===== src/hdl/cfq_pkg.sv =====
// Shared opcodes, status codes and register map for the circular queue FIFO.
package cfq_pkg;

  typedef logic [1:0] opcode_t;

  localparam opcode_t OP_ENQ  = 2'd0;
  localparam opcode_t OP_DEQ  = 2'd1;
  localparam opcode_t OP_PEEK = 2'd2;

  typedef enum logic [1:0] {
    ST_OK    = 2'd0,
    ST_OVER  = 2'd1,
    ST_UNDER = 2'd2
  } status_t;

  localparam logic REG_CAPACITY = 1'b0;

  localparam int                    CAPACITY_W     = 5;
  localparam logic [CAPACITY_W-1:0] CAPACITY_RESET = 5'd16;

endpackage


===== src/hdl/cfq_ram.sv =====
// Generic single-port-write, single-port-read RAM with a registered read.
module cfq_ram #(
  parameter int WIDTH = 32,
  parameter int DEPTH = 16
) (
  input  logic                     clk,
  input  logic                     wr_en,
  input  logic [$clog2(DEPTH)-1:0] wr_addr,
  input  logic [WIDTH-1:0]         wr_data,
  input  logic                     rd_en,
  input  logic [$clog2(DEPTH)-1:0] rd_addr,
  output logic [WIDTH-1:0]         rd_data
);

  logic [WIDTH-1:0] mem_r [DEPTH];
  logic [WIDTH-1:0] rd_data_r;

  always_ff @(posedge clk) begin
    if (wr_en) begin
      mem_r[wr_addr] <= wr_data;
    end
    if (rd_en) begin
      rd_data_r <= mem_r[rd_addr];
    end
  end

  assign rd_data = rd_data_r;

endmodule


===== src/hdl/circular_queue_fifo.sv =====
// Top level of the circular queue FIFO with status, count and flags per request.
// An accepted request is registered in stage s1, then in the output registers.
// Throughput: one request per cycle unless in_stall; one RAM read port limits it.
// Pointers and count update at acceptance, so a read always sees earlier writes.
// Reset is synchronous and active low: the queue is empty, pointers are zero and
// the capacity returns to 16; stored data is not cleared.
module circular_queue_fifo #(
  parameter int DEPTH      = 16,
  parameter int DATA_WIDTH = 32
) (
  input  logic                                 clk,
  input  logic                                 rst_n,
  input  logic                                 in_valid,
  output logic                                 in_stall,
  input  cfq_pkg::opcode_t                     in_opcode,
  input  logic signed [DATA_WIDTH-1:0]         in_value,
  output logic                                 out_valid,
  input  logic                                 out_stall,
  output logic signed [DATA_WIDTH-1:0]         out_read_data,
  output cfq_pkg::status_t                     out_status,
  output logic [$clog2(DEPTH+1)-1:0]           out_entry_count,
  output logic                                 out_empty_flag,
  output logic                                 out_is_full,
  input  logic                                 psel,
  input  logic                                 penable,
  input  logic                                 pwrite,
  input  logic [2:0]                           paddr,
  input  logic [31:0]                          pwdata,
  output logic [31:0]                          prdata,
  output logic                                 pready
);

  import cfq_pkg::*;

  localparam int AW = $clog2(DEPTH);
  localparam int CW = $clog2(DEPTH + 1);
  localparam logic [CW-1:0] DEPTH_C = CW'(DEPTH);

  logic [CAPACITY_W-1:0] cap_r, cap_nxt;
  logic [AW-1:0] head_r, head_nxt;
  logic [AW-1:0] tail_r, tail_nxt;
  logic [CW-1:0] count_r, count_nxt;

  logic          s1_valid_r, s1_valid_nxt;
  status_t       s1_status_r, s1_status_nxt;
  logic          s1_rd_ok_r, s1_rd_ok_nxt;
  logic [CW-1:0] s1_count_r;
  logic          s1_empty_r, s1_empty_nxt;
  logic          s1_full_r, s1_full_nxt;

  logic                  out_valid_r, out_valid_nxt;
  logic [DATA_WIDTH-1:0] out_data_r;
  status_t               out_status_r;
  logic [CW-1:0]         out_count_r;
  logic                  out_empty_r;
  logic                  out_full_r;

  logic [CW-1:0]         eff_cap;
  logic                  in_fire;
  logic                  s1_move;
  logic                  cfg_we;
  logic                  q_full;
  logic                  q_empty;
  logic                  do_wr;
  logic                  do_rd;
  logic [DATA_WIDTH-1:0] ram_rd_data;

  function automatic logic [AW-1:0] advance(input logic [AW-1:0] idx, input logic [CW-1:0] cap);
    logic [CW-1:0] n;
    n = CW'(idx) + CW'(1);
    return (n >= cap) ? '0 : n[AW-1:0];
  endfunction

  always_comb begin
    if (cap_r == '0) begin
      eff_cap = CW'(1);
    end else if (int'(cap_r) > DEPTH) begin
      eff_cap = DEPTH_C;
    end else begin
      eff_cap = CW'(cap_r);
    end
  end

  assign s1_move  = s1_valid_r && (!out_valid_r || !out_stall);
  assign in_stall = s1_valid_r && out_valid_r && out_stall;
  assign in_fire  = in_valid && !in_stall;
  assign cfg_we   = psel && penable && pwrite && (paddr[2] == REG_CAPACITY);

  assign q_full  = count_r >= eff_cap;
  assign q_empty = count_r == '0;
  assign do_wr   = in_fire && (in_opcode == OP_ENQ) && !q_full;
  assign do_rd   = in_fire && ((in_opcode == OP_DEQ) || (in_opcode == OP_PEEK)) && !q_empty;

  always_comb begin
    cap_nxt       = cap_r;
    head_nxt      = head_r;
    tail_nxt      = tail_r;
    count_nxt     = count_r;
    s1_status_nxt = ST_OK;
    s1_rd_ok_nxt  = 1'b0;
    if (in_fire) begin
      case (in_opcode)
        OP_ENQ: begin
          if (q_full) begin
            s1_status_nxt = ST_OVER;
          end else begin
            tail_nxt  = advance(tail_r, eff_cap);
            count_nxt = count_r + CW'(1);
          end
        end
        OP_DEQ: begin
          if (q_empty) begin
            s1_status_nxt = ST_UNDER;
          end else begin
            s1_rd_ok_nxt = 1'b1;
            head_nxt     = advance(head_r, eff_cap);
            count_nxt    = count_r - CW'(1);
          end
        end
        OP_PEEK: begin
          if (q_empty) begin
            s1_status_nxt = ST_UNDER;
          end else begin
            s1_rd_ok_nxt = 1'b1;
          end
        end
        default: begin
        end
      endcase
    end
    if (cfg_we && q_empty) begin
      cap_nxt  = pwdata[CAPACITY_W-1:0];
      head_nxt = '0;
      tail_nxt = '0;
    end
    s1_empty_nxt = count_nxt == '0;
    s1_full_nxt  = count_nxt == eff_cap;
  end

  always_comb begin
    if (in_fire) begin
      s1_valid_nxt = 1'b1;
    end else if (s1_move) begin
      s1_valid_nxt = 1'b0;
    end else begin
      s1_valid_nxt = s1_valid_r;
    end
    if (s1_move) begin
      out_valid_nxt = 1'b1;
    end else if (out_valid_r && !out_stall) begin
      out_valid_nxt = 1'b0;
    end else begin
      out_valid_nxt = out_valid_r;
    end
  end

  always_ff @(posedge clk) begin
    if (!rst_n) begin
      cap_r       <= CAPACITY_RESET;
      head_r      <= '0;
      tail_r      <= '0;
      count_r     <= '0;
      s1_valid_r  <= 1'b0;
      out_valid_r <= 1'b0;
    end else begin
      cap_r       <= cap_nxt;
      head_r      <= head_nxt;
      tail_r      <= tail_nxt;
      count_r     <= count_nxt;
      s1_valid_r  <= s1_valid_nxt;
      out_valid_r <= out_valid_nxt;
    end
  end

  always_ff @(posedge clk) begin
    if (in_fire) begin
      s1_status_r <= s1_status_nxt;
      s1_rd_ok_r  <= s1_rd_ok_nxt;
      s1_count_r  <= count_nxt;
      s1_empty_r  <= s1_empty_nxt;
      s1_full_r   <= s1_full_nxt;
    end
    if (s1_move) begin
      out_data_r   <= s1_rd_ok_r ? ram_rd_data : '0;
      out_status_r <= s1_status_r;
      out_count_r  <= s1_count_r;
      out_empty_r  <= s1_empty_r;
      out_full_r   <= s1_full_r;
    end
  end

  cfq_ram #(
    .WIDTH (DATA_WIDTH),
    .DEPTH (DEPTH)
  ) u_store (
    .clk     (clk),
    .wr_en   (do_wr),
    .wr_addr (tail_r),
    .wr_data (in_value),
    .rd_en   (do_rd),
    .rd_addr (head_r),
    .rd_data (ram_rd_data)
  );

  assign out_valid       = out_valid_r;
  assign out_read_data   = out_data_r;
  assign out_status      = out_status_r;
  assign out_entry_count = out_count_r;
  assign out_empty_flag  = out_empty_r;
  assign out_is_full     = out_full_r;

  assign pready = 1'b1;
  assign prdata = (paddr[2] == REG_CAPACITY) ? 32'(cap_r) : '0;

endmodule

===== config.mk =====
export PLATFORM = sky130hd
export DESIGN_NAME = circular_queue_fifo
export DESIGN_NICKNAME = d
export VERILOG_FILES = /design/src/hdl/cfq_pkg.sv /design/src/hdl/cfq_ram.sv /design/src/hdl/circular_queue_fifo.sv
export SDC_FILE = /design/constraint.sdc
export NUM_CORES = 1
export LEC_CHECK = 0
export BUFFER_PORTS_ARGS = -buffer_cell sky130_fd_sc_hd__buf_2
export CORE_MARGIN = 5
export CORE_UTILIZATION = 40
export CTS_CLUSTER_SIZE = 16
export DETAILED_ROUTE_END_ITERATION = 8
export PLACE_DENSITY = 0.68
export SLEW_MARGIN = 20
export SYNTH_ARGS = -nofsm -noshare
export SYNTH_HDL_FRONTEND = slang
export SYNTH_HIERARCHICAL = 1
export SYNTH_SLANG_ARGS = --single-unit
export TNS_END_PERCENT = 20

===== constraint.sdc =====
create_clock -name clk -period 9.16 [get_ports clk]
set_input_delay 0.916 -clock clk [delete_from_list [all_inputs] [get_ports clk]]
set_output_delay 0.916 -clock clk [all_outputs]
set_load 0.02 [all_outputs]

==> run metrics, run 1 <==
Critical Path AT=4.45 ns; clock-pin slew on the worst setup and hold paths=0.07 ns; commonest non-fill, non-tap cell in the layout=edfxtp_1; CTS Sinks=615; Initial Util=0.404; number of vias per cell=approximately 5.4; number of global-route vias before repair=11804; number of port buffers=94; fmax=239 MHz; Via Count=11465; Slew HR=0.294; Tmin final=4.19 ns; CP Max Fanout=17; Clk pwr share=0.407; Core Region=0.0590 sq mm; Hold Crit Start=s1_status_r[1]$_DFFE_PP_; Pleak=approximately 8.7 nW; Die ar.=0.0646 sq mm; Num CTS Buffers=between 50 and 60; cts repair resizes=0; asr flop ratio synth=0; dpl hpwl=26.2 mm; Max-Cap Viols=0; Die H=~250 um; largest net degree at the start of global routing=104; initial DRC count=959; end of the worst register-to-register path=u_store/mem_r[15][2]$_DFFE_PP_; Gate power share=0.032; max-slew violation count=0; Area Growth Syn to Fin=13.6%; WS Path Type=register to register; Required @ worst endpoint=between 9 and 10 ns; initial antenna violation count=6; Final Hold Vio Count=0; drt pass-1 iters=7; Yosys warning count=6; RSZ-0062 raised after global routing=no; WL final=49.3 mm; Post-Syn Area=0.0239 sq mm; Setup crit start kind=register; most frequent cells in the layout=edfxtp_1, mux4_2, buf_2; first-pass GRT wire length=74.4 mm; CTS tree=built; fin util=0.460; grt total ovfl=0; Net Sw Power=1.15 mW; Final nets=1396; WL/cell=23.3 um; Post-CTS Setup Bufs=0; Post-synth EDFFs=595; share of cells above drive strength 1=0.271; share of power burned in registers=0.561; Root Driver=clkbuf_16; Setup Total Neg Slack=0 ns; post-synthesis average cell area=20.4 sq um; Worst IR Drop VDD=~0.00015 V; drt drc=0; post-route antenna net violation count=0; I/O pins=~150; Reg2Reg Depth=11; register bit total from synthesis=615; status=complete, no violations; CTS Hold Bufs=0; clock tree buffer depth=3; Setup Viol. Count Final=0; CTS H-tree lvls=2; ys flop type=edfxtp_1; Final Wtd Congestion=0.770; CP endpoint kind=register; register area share after synthesis=0.766; sw frac=0.206; skew final=around 0.017 ns; clock insertion delay at the later pin of the skew report=0.61 ns; slew at the pin with the worst max-slew slack=roughly 1.1 ns; number of library cell types mapped by synthesis=57; R2R Setup Slk=4.97 ns; worst hold path depth=0; Internal=4.43 mW; Power Dens Cells=205 mW/mm^2; Total GRT Usage=0.152; Core Rows=between 80 and 90; Crit Reg-Reg Startpoint=cap_r[2]$_SDFFE_PN0P_; WHS Endpoint=out_status[1]$_DFFE_PP_; Tcrit/Tclk final=0.457; Post-Synthesis Cells=about 1200; HP Class=register to register; Die X=254 um
routing by layer:
metal,vias up,track usage,routed length (um)
met3,66,0.0266,3110
li1,5003,-,-
met4,4,0.0316,789
met1,6022,0.211,20800
met2,370,0.258,24600
met5,-,0,21
logic make-up after synthesis:
| kind of cell | Yosys count | synth area share |
|---|---|---|
| DFF | 615 | 0.766 |
| adders and majority gates | 22 | 0.0115 |
| AOI/OAI and AO/OA | 117 | 0.0362 |
| muxes | 132 | 0.122 |
| xor gates and xnor gates | 4 | 0.00147 |
| buffers and inverters | 97 | 0.0215 |
| and+or+nand+nor | 181 | 0.0409 |
| other | 2 | 0.000315 |
power by group through the flow:
stage                     sequential (mW)  clock [mW]  combinational (mW)
final                                3.12        2.27               0.179
after global routing                 3.13        2.46               0.197
after CTS                            3.12        2.34               0.182
after detailed placement             3.18           0               0.182
after global placement               3.18           0               0.176
after floorplan                      3.19           0               0.105
sequential cells by signal, indices dropped and copies added (netlist names):
| name | cells |
|---|---|
| cap_r | 5 |
| out_read_data | 32 |
| s1_full_r | 1 |
| out_valid | 1 |
| head_r | 4 |
| out_empty_flag | 1 |
| s1_valid_r | 1 |
| out_status | 2 |
| out_is_full | 1 |
| s1_status_r | 2 |
| s1_count_r | 5 |
| u_store/rd_data | 32 |
| s1_rd_ok_r | 1 |
| out_entry_count | 5 |
| tail_r | 4 |
| u_store/mem_r | 512 |
| s1_empty_r | 1 |
| count_r | 5 |
stage by stage:
step                hold WS [ns]  total power [mW]  setup slack [ns]  area (sq um)  instances
detailed placement         0.406              3.37              4.90         25300       2010
CTS                        0.420              5.64              4.89         27100       2114
global placement           0.405              3.36              5.02         25300       2010
global route               0.424              5.78              4.72         27100       2114
floorplan                  0.400              3.30              4.09         24000       1196
finish                     0.418              5.57              4.97         27100       2116
cells in the mapped netlist, types with 2 or more instances:
master     count  area (sq um)
nand3b_1       2          15.0
nor4_1         4          25.0
a2111oi_0      2          17.5
mux4_2       128          2880
and2_1        39           244
nor2b_1       21           131
edfxtp_1     595         17900
xor2_1         2          17.5
a21o_1         6          45.0
or4_1          3          22.5
a211oi_1       2          15.0
nand2b_1       5          31.3
inv_1         17          63.8
buf_1         10          37.5
mux2i_1        4          40.0
xnor2_1        2          17.5
o211ai_1       8          60.1
o31ai_1        2          15.0
a22oi_1       64           480
conb_1         2          7.51
buf_4         37           278
nor2_1        20          75.1
clkbuf_1      23          86.3
a21oi_1       16          80.1
o221ai_1       2          17.5
o21a_1         2          15.0
nand2_1       49           184
ha_1          22           275
o211a_1        2          20.0
or3_1          2          12.5
nand3_1        9          45.0
buf_2          9          45.0
or2_2          2          12.5
dfxtp_1       20           400
o21ai_0        2          10.0
nor3_1         7          35.0
nand4_1        4          25.0
and3_1         5          31.3
how the worst max path moves through the flow:
stage                                from                         endpoint  slack, ns  cells past startpoint
detailed placement  cap_r[2]$_SDFFE_PN0P_   u_store/mem_r[15][2]$_DFFE_PP_       4.90                     11
CTS                 cap_r[2]$_SDFFE_PN0P_   u_store/mem_r[15][3]$_DFFE_PP_       4.89                     11
global placement    cap_r[2]$_SDFFE_PN0P_  u_store/mem_r[13][16]$_DFFE_PP_       5.02                     11
finish              cap_r[2]$_SDFFE_PN0P_   u_store/mem_r[15][2]$_DFFE_PP_       4.97                     11
global route        cap_r[2]$_SDFFE_PN0P_   u_store/mem_r[15][3]$_DFFE_PP_       4.72                     11
floorplan           cap_r[2]$_SDFFE_PN0P_    u_store/mem_r[0][0]$_DFFE_PP_       4.09                     11
layout make-up:
class,count,area [sq um]
Tap cell,773,967
Sequential cell,615,18300
Clock inverter,36,272
Fill cell,4915,31900
Multi-Input combinational cell,484,5320
Antenna cell,2,5.00
Clock buffer,68,1530
Inverter,18,67.6
Timing Repair Buffer,120,678
worst max-delay path: stages (launching register included):
cell and delay [ns]:
dfxtp_1 0.33, nor3_1 0.19, nor2_1 0.06, nor2_1 0.33, ha_1 0.31, nor2b_1 0.18
o22ai_2 0.19, or3_1 0.51, inv_2 0.18, nand3_1 0.31, nor2_4 0.73, buf_4 0.47
Power figures use the tool's default switching activity.
==> run 2: changes to the inputs <==
==> constraint.sdc (replaced) <==
create_clock -name clk -period 4.06 [get_ports clk]
set_input_delay 0.406 -clock clk [delete_from_list [all_inputs] [get_ports clk]]
set_output_delay 0.406 -clock clk [all_outputs]
set_load 0.02 [all_outputs]
==> run 2 against run 1 <==
Net effect: non-clock buffer count is 14 higher; critical endpoint is now u_store/mem_r[0][6]$_DFFE_PP_; design area is 1.1% higher; die area stayed put; critical path type unchanged.
==> run metrics, run 2 (same netlist as run 1, synthesis figures left out) <==
CTS H-tree lvls=2; met1 Use GR=0.216; largest net degree at the start of global routing=53; M2 GR Usage=0.244; dpl hpwl=roughly 29 mm; Tcrit/Tclk final=0.904; skew final=0.0312 ns; WL final=49.2 mm; Post-CTS Setup Bufs=0; I/O pins=between 150 and 200; WS Path Type=register to register; commonest non-fill, non-tap cell in the layout=edfxtp_1; Tmin final=3.67 ns; Setup crit start kind=register; Max-Cap Viols=0; number of global-route vias before repair=~12000; number of port buffers=94; cts repair resizes=0; clock-pin slew on the worst setup and hold paths=~0.060 ns; met3 Use GR=0.0282; Worst IR Drop VDD=approximately 0.00034 V; WL/cell=23.0 um; ant diodes=0; grt total ovfl=0; max-slew violation count=0; Num CTS Buffers=60; Final nets=between 1000 and 1500; Die ar.=between 0.06 and 0.07 sq mm; sw frac=0.205; Power Dens Cells=465 mW/mm^2; Final Hold Vio Count=0; Clk pwr share=0.414; Die H=254 um; Pleak=8.79 nW; first-pass GRT wire length=between 70 and 80 mm; CTS Sinks=615; CTS tree=built; initial DRC count=965; Core Rows=89; initial antenna violation count=1; Setup Total Neg Slack=0 ns; CTS Hold Bufs=0; most flop-heavy register=u_store/mem_r; post-route antenna net violation count=0; Critical Path AT=3.96 ns; status=complete, no violations; GRT busiest layer=met2; number of vias per cell=approximately 5.4; Slew HR=0.232; share of cells above drive strength 1=0.276; Initial Util=0.404; Power Total=~13 mW; CP Max Fanout=30; Final Wtd Congestion=a little under 0.8; drt drc=0; Core Region=0.0590 sq mm; slew at the pin with the worst max-slew slack=1.15 ns; Net Sw Power=2.61 mW; Area Growth Syn to Fin=14.9%; Required @ worst endpoint=4.35 ns; Setup Viol. Count Final=0; fin util=0.465; clock tree buffer depth=3; Root Driver=clkbuf_16; Die X=around 250 um; clock insertion delay at the later pin of the skew report=0.63 ns; drt pass-1 iters=5; Via Count=11581; Internal=10.1 mW; RSZ-0062 raised after global routing=no; Gate power share=0.033; share of power burned in registers=0.553; most frequent cells in the layout=edfxtp_1, mux4_2, buf_2; CP endpoint kind=register; Largest register FFs=about 510; HP Class=input port to register; Total GRT Usage=0.151; fmax=273 MHz
==> run 2: worst paths after layout <==
check / startpoint / to / slack, ns / depth (start not counted)
worst min register to register: s1_empty_r$_DFFE_PP_ / out_empty_flag$_DFFE_PP_ / 0.42 / 0
worst max-delay path: cap_r[4]$_SDFFE_PN1P_ / u_store/mem_r[0][6]$_DFFE_PP_ / 0.39 / 10
worst max register to register: cap_r[4]$_SDFFE_PN1P_ / u_store/mem_r[0][6]$_DFFE_PP_ / 0.39 / 10
worst min-delay path: pwdata[4] / cap_r[4]$_SDFFE_PN1P_ / 0.05 / 3
==> run 2: metrics by stage <==
step / hold WS [ns] / instances / cell area [sq um] / setup slack (ns)
floorplan: 0.400 / 1196 / 24000 / -0.661
global placement: 0.405 / 2023 / 25500 / 0.504
detailed placement: 0.407 / 2023 / 25500 / 0.429
CTS: 0.00368 / 2135 / 27400 / 0.387
global route: 0.0547 / 2136 / 27400 / 0.126
finish: 0.0464 / 2136 / 27400 / 0.392
==> run 2: layout make-up <==
cell class,instances,area (sq um)
sequential,615,18300
clock inverter,40,324
tap,773,967
inverter,18,67.6
multi-input combinational,484,5340
timing repair buffer,134,903
clock buffer,72,1550
fill,4923,31600
==> run 2: metal layers <==
metal  wire length [um]  part of all wire  vias to the layer above
met1              21000              0.43                     6092
met2              24000              0.49                      376
met3               3280             0.067                       62
met4                850             0.017                        2
li1                   -                 -                     5049
met5                 13           0.00026                        -
==> run 2: power by group through the flow <==
stage | Sequential (mW) | Clock, mW | Combinational (mW)
6_report | 7.05 | 5.28 | 0.419
3_5_place_dp | 7.19 | 0 | 0.426
3_3_place_gp | 7.18 | 0 | 0.413
5_1_grt | 7.05 | 5.67 | 0.463
2_1_floorplan | 7.21 | 0 | 0.238
4_1_cts | 7.05 | 5.42 | 0.428
==> run 2: worst max-delay path: stages (launching register included) <==
cell and delay (ns):
dfxtp_1 0.33, inv_1 0.17, nand2_1 0.20, ha_1 0.36, a21oi_1 0.24, o22ai_2 0.19, or3_1 0.51, inv_2 0.18
or3b_2 0.60, nor3_4 0.26, buf_12 0.28
==> run 3: changes to the inputs <==
--- a/config.mk
+++ b/config.mk
@@ -10,7 +10,7 @@
 export CORE_UTILIZATION = 40
 export CTS_CLUSTER_SIZE = 16
 export DETAILED_ROUTE_END_ITERATION = 8
-export PLACE_DENSITY = 0.68
+export PLACE_DENSITY = 0.71
 export SLEW_MARGIN = 20
 export SYNTH_ARGS = -nofsm -noshare
 export SYNTH_HDL_FRONTEND = slang
==> constraint.sdc (replaced) <==
create_clock -name clk -period 2.9 [get_ports clk]
set_input_delay 0.29 -clock clk [delete_from_list [all_inputs] [get_ports clk]]
set_output_delay 0.29 -clock clk [all_outputs]
set_load 0.02 [all_outputs]
==> run 3 against run 2 <==
Net effect: the flow now finishes with violations (negative setup slack); first-iteration DRC count up 1.2%; global-route usage increased by 0.81 points; register-to-register slack worse by 0.43 ns; utilization up 2.1 points; critical path depth increased by 3; clock power rose by 47%; cell count increased by 3.1%; wire length rose by 7.6%; non-clock buffer count grew 66; total power up 44%; die area stayed put; sequential share of layout area fell by 2.8 points; critical path type unchanged; largest cell class unchanged; largest power group unchanged; highest routed layer unchanged.
==> run metrics, run 3 (same netlist as run 1, synthesis figures left out) <==
status=complete, but fails checks; violated checks=negative setup slack; Tcrit/Tclk final=1.01; CTS Sinks=a little over 600; number of port buffers=94; Max-Cap Viols=0; WS Path Type=register to register; CP Max Fanout=9; slowest stage delay, CP=0.42 ns; Setup crit start kind=register; most flop-heavy register=u_store/mem_r; most frequent cells in the layout=edfxtp_1, mux4_2, buf_2; hold slack=approximately 0.043 ns; clock tree buffer depth=3; clock insertion delay at the later pin of the skew report=0.62 ns; number of vias per cell=5.48; CTS tree=built; I/O pins=approximately 150; Worst path slowest cell=or3b_4; Setup Viol. Count Final=32; clock-pin slew on the worst setup and hold paths=0.06 ns; Total GRT Usage=0.159; initial DRC count=977; number of global-route vias before repair=around 12000; grt total ovfl=0; HP Class=input port to register; largest net degree at the start of global routing=80; WP buf/inv=4; RSZ-0062 raised after global routing=yes; initial antenna violation count=3; FILL cells=4717; first-pass GRT wire length=77.5 mm; end of the worst register-to-register path=u_store/mem_r[2][11]$_DFFE_PP_; Setup Total Neg Slack=-1.10 ns; Reg2Reg Depth=13; Final nets=1476; Die H=254 um; Power Total=approximately 18 mW; Tmin final=between 2 and 3 ns; CP top delay family=simple AND/OR/NAND/NOR gates; Initial Util=0.404; Die ar.=around 0.065 sq mm; CP Cell Sequence=nor3_2, nor2_1, nor2_2, ha_4, nor2b_4, o22ai_4, or3_4, inv_4, or3b_4, buf_6, nor2_4, buf_12, buf_12; Final Hold Vio Count=0; WHS Endpoint=u_store/mem_r[11][25]$_DFFE_PP_; max-slew violation count=0; Crit Reg-Reg Startpoint=cap_r[2]$_SDFFE_PN0P_; CTS H-tree lvls=2; worst hold path depth=1; dpl hpwl=30.6 mm; Required @ worst endpoint=around 3.2 ns; Pleak=9.27 nW; Critical Path AT=roughly 3.3 ns; skew final=0.0195 ns; fmax=around 340 MHz; R2R Setup Slk=-0.04 ns; post-route antenna net violation count=0; Num CTS Buffers=between 50 and 60; Area Growth Syn to Fin=20.0%; Core Rows=89; Hold Crit Start=in_value[25]; Worst IR Drop VDD=0.000505 V; final worst slack=-0.0417 ns; WL final=53.0 mm; Via Count=12080; commonest non-fill, non-tap cell in the layout=edfxtp_1; Die X=254 um; Core Region=0.0590 sq mm; drt drc=0; share of cells above drive strength 1=0.318; Power Dens Cells=~640 mW/mm^2; CP endpoint kind=register; Final Wtd Congestion=~0.81; Slew HR=0.453; drt pass-1 iters=5; WL/cell=~24 um; Largest register FFs=512; Critical Path Most Common Cell=buf_12; Root Driver=clkbuf_16; slew at the pin with the worst max-slew slack=0.819 ns
-- run 3: cell count changes in the layout (fill, tap and decap cells not counted), sizes merged --
cell,previous run,this run
buf,134,185
bufinv,4,8
clkbuf,72,79
clkinv,30,23
clkinvlp,1,5
diode,0,1
dlygate4sd3,0,9
inv,23,21
-- run 3: repair_timing --
item	4_1_cts	5_1_grt
resized for setup	5	15
setup buffers	4	7
cloned	1	6
hold buffers	9	0
pin swaps	2	5
setup endpoints to repair	328	491
endpoints found under the hold margin	7	0
-- run 3: power breakdown --
group	switching, mW	internal (mW)
clock	3.26	4.51
sequential	0.0354	9.83
combinational	0.415	0.236
total	3.71	14.6
-- run 3: metrics by stage --
| stage | std cells | setup slack [ns] | utilization | instance area [sq um] |
|---|---|---|---|---|
| floorplan | 1196 | -0.851 | - | 24000 |
| global placement | 2064 | -0.0859 | 0.444 | 26200 |
| detailed placement | 2064 | -0.0768 | 0.444 | 26200 |
| CTS | 2190 | -0.0134 | 0.480 | 28300 |
| global route | 2203 | -0.132 | 0.485 | 28600 |
| finish | 2203 | -0.0417 | 0.485 | 28600 |
-- run 3: metal layers --
| layer | routed length (um) | vias to the layer above | global-route usage |
|---|---|---|---|
| met2 | 26300 | 492 | 0.264 |
| met5 | 13 | - | 0 |
| li1 | - | 5186 | - |
| met4 | 1250 | 2 | 0.0442 |
| met1 | 21100 | 6315 | 0.220 |
| met3 | 4300 | 85 | 0.0297 |
-- run 3: worst max path at each step --
stage                                startpoint                               to  slack [ns]  cells past startpoint
after detailed placement  cap_r[4]$_SDFFE_PN1P_   u_store/mem_r[2][28]$_DFFE_PP_       -0.08                     11
after floorplan           cap_r[2]$_SDFFE_PN0P_   u_store/mem_r[11][0]$_DFFE_PP_       -0.85                     11
final                     cap_r[2]$_SDFFE_PN0P_   u_store/mem_r[2][11]$_DFFE_PP_       -0.04                     13
after CTS                 cap_r[2]$_SDFFE_PN0P_   u_store/mem_r[1][18]$_DFFE_PP_       -0.01                     12
after global routing      cap_r[2]$_SDFFE_PN0P_   u_store/mem_r[2][18]$_DFFE_PP_       -0.13                     13
after global placement    cap_r[2]$_SDFFE_PN0P_  u_store/mem_r[14][25]$_DFFE_PP_       -0.09                     13
-- run 3: final cells by class --
class,count,area (sq um),area share
tap,773,967,0.0338
sequential,615,18300,0.638
multi-input combinational,484,5440,0.190
clock buffer,73,1540,0.0537
timing repair buffer,200,1890,0.0661
inverter,18,70.1,0.00245
clock inverter,39,452,0.0158
antenna,1,2.50,0.0000874
-- run 3: worst reg2reg max path: cells and delay by family (launching register included) --
kind                       cells  cell delay (ns)
DFF                            1             0.32
buffers and inverters          4             0.54
AOI/OAI and AO/OA              1             0.08
and+or+nand+nor                7             1.47
adders and majority gates      1             0.23
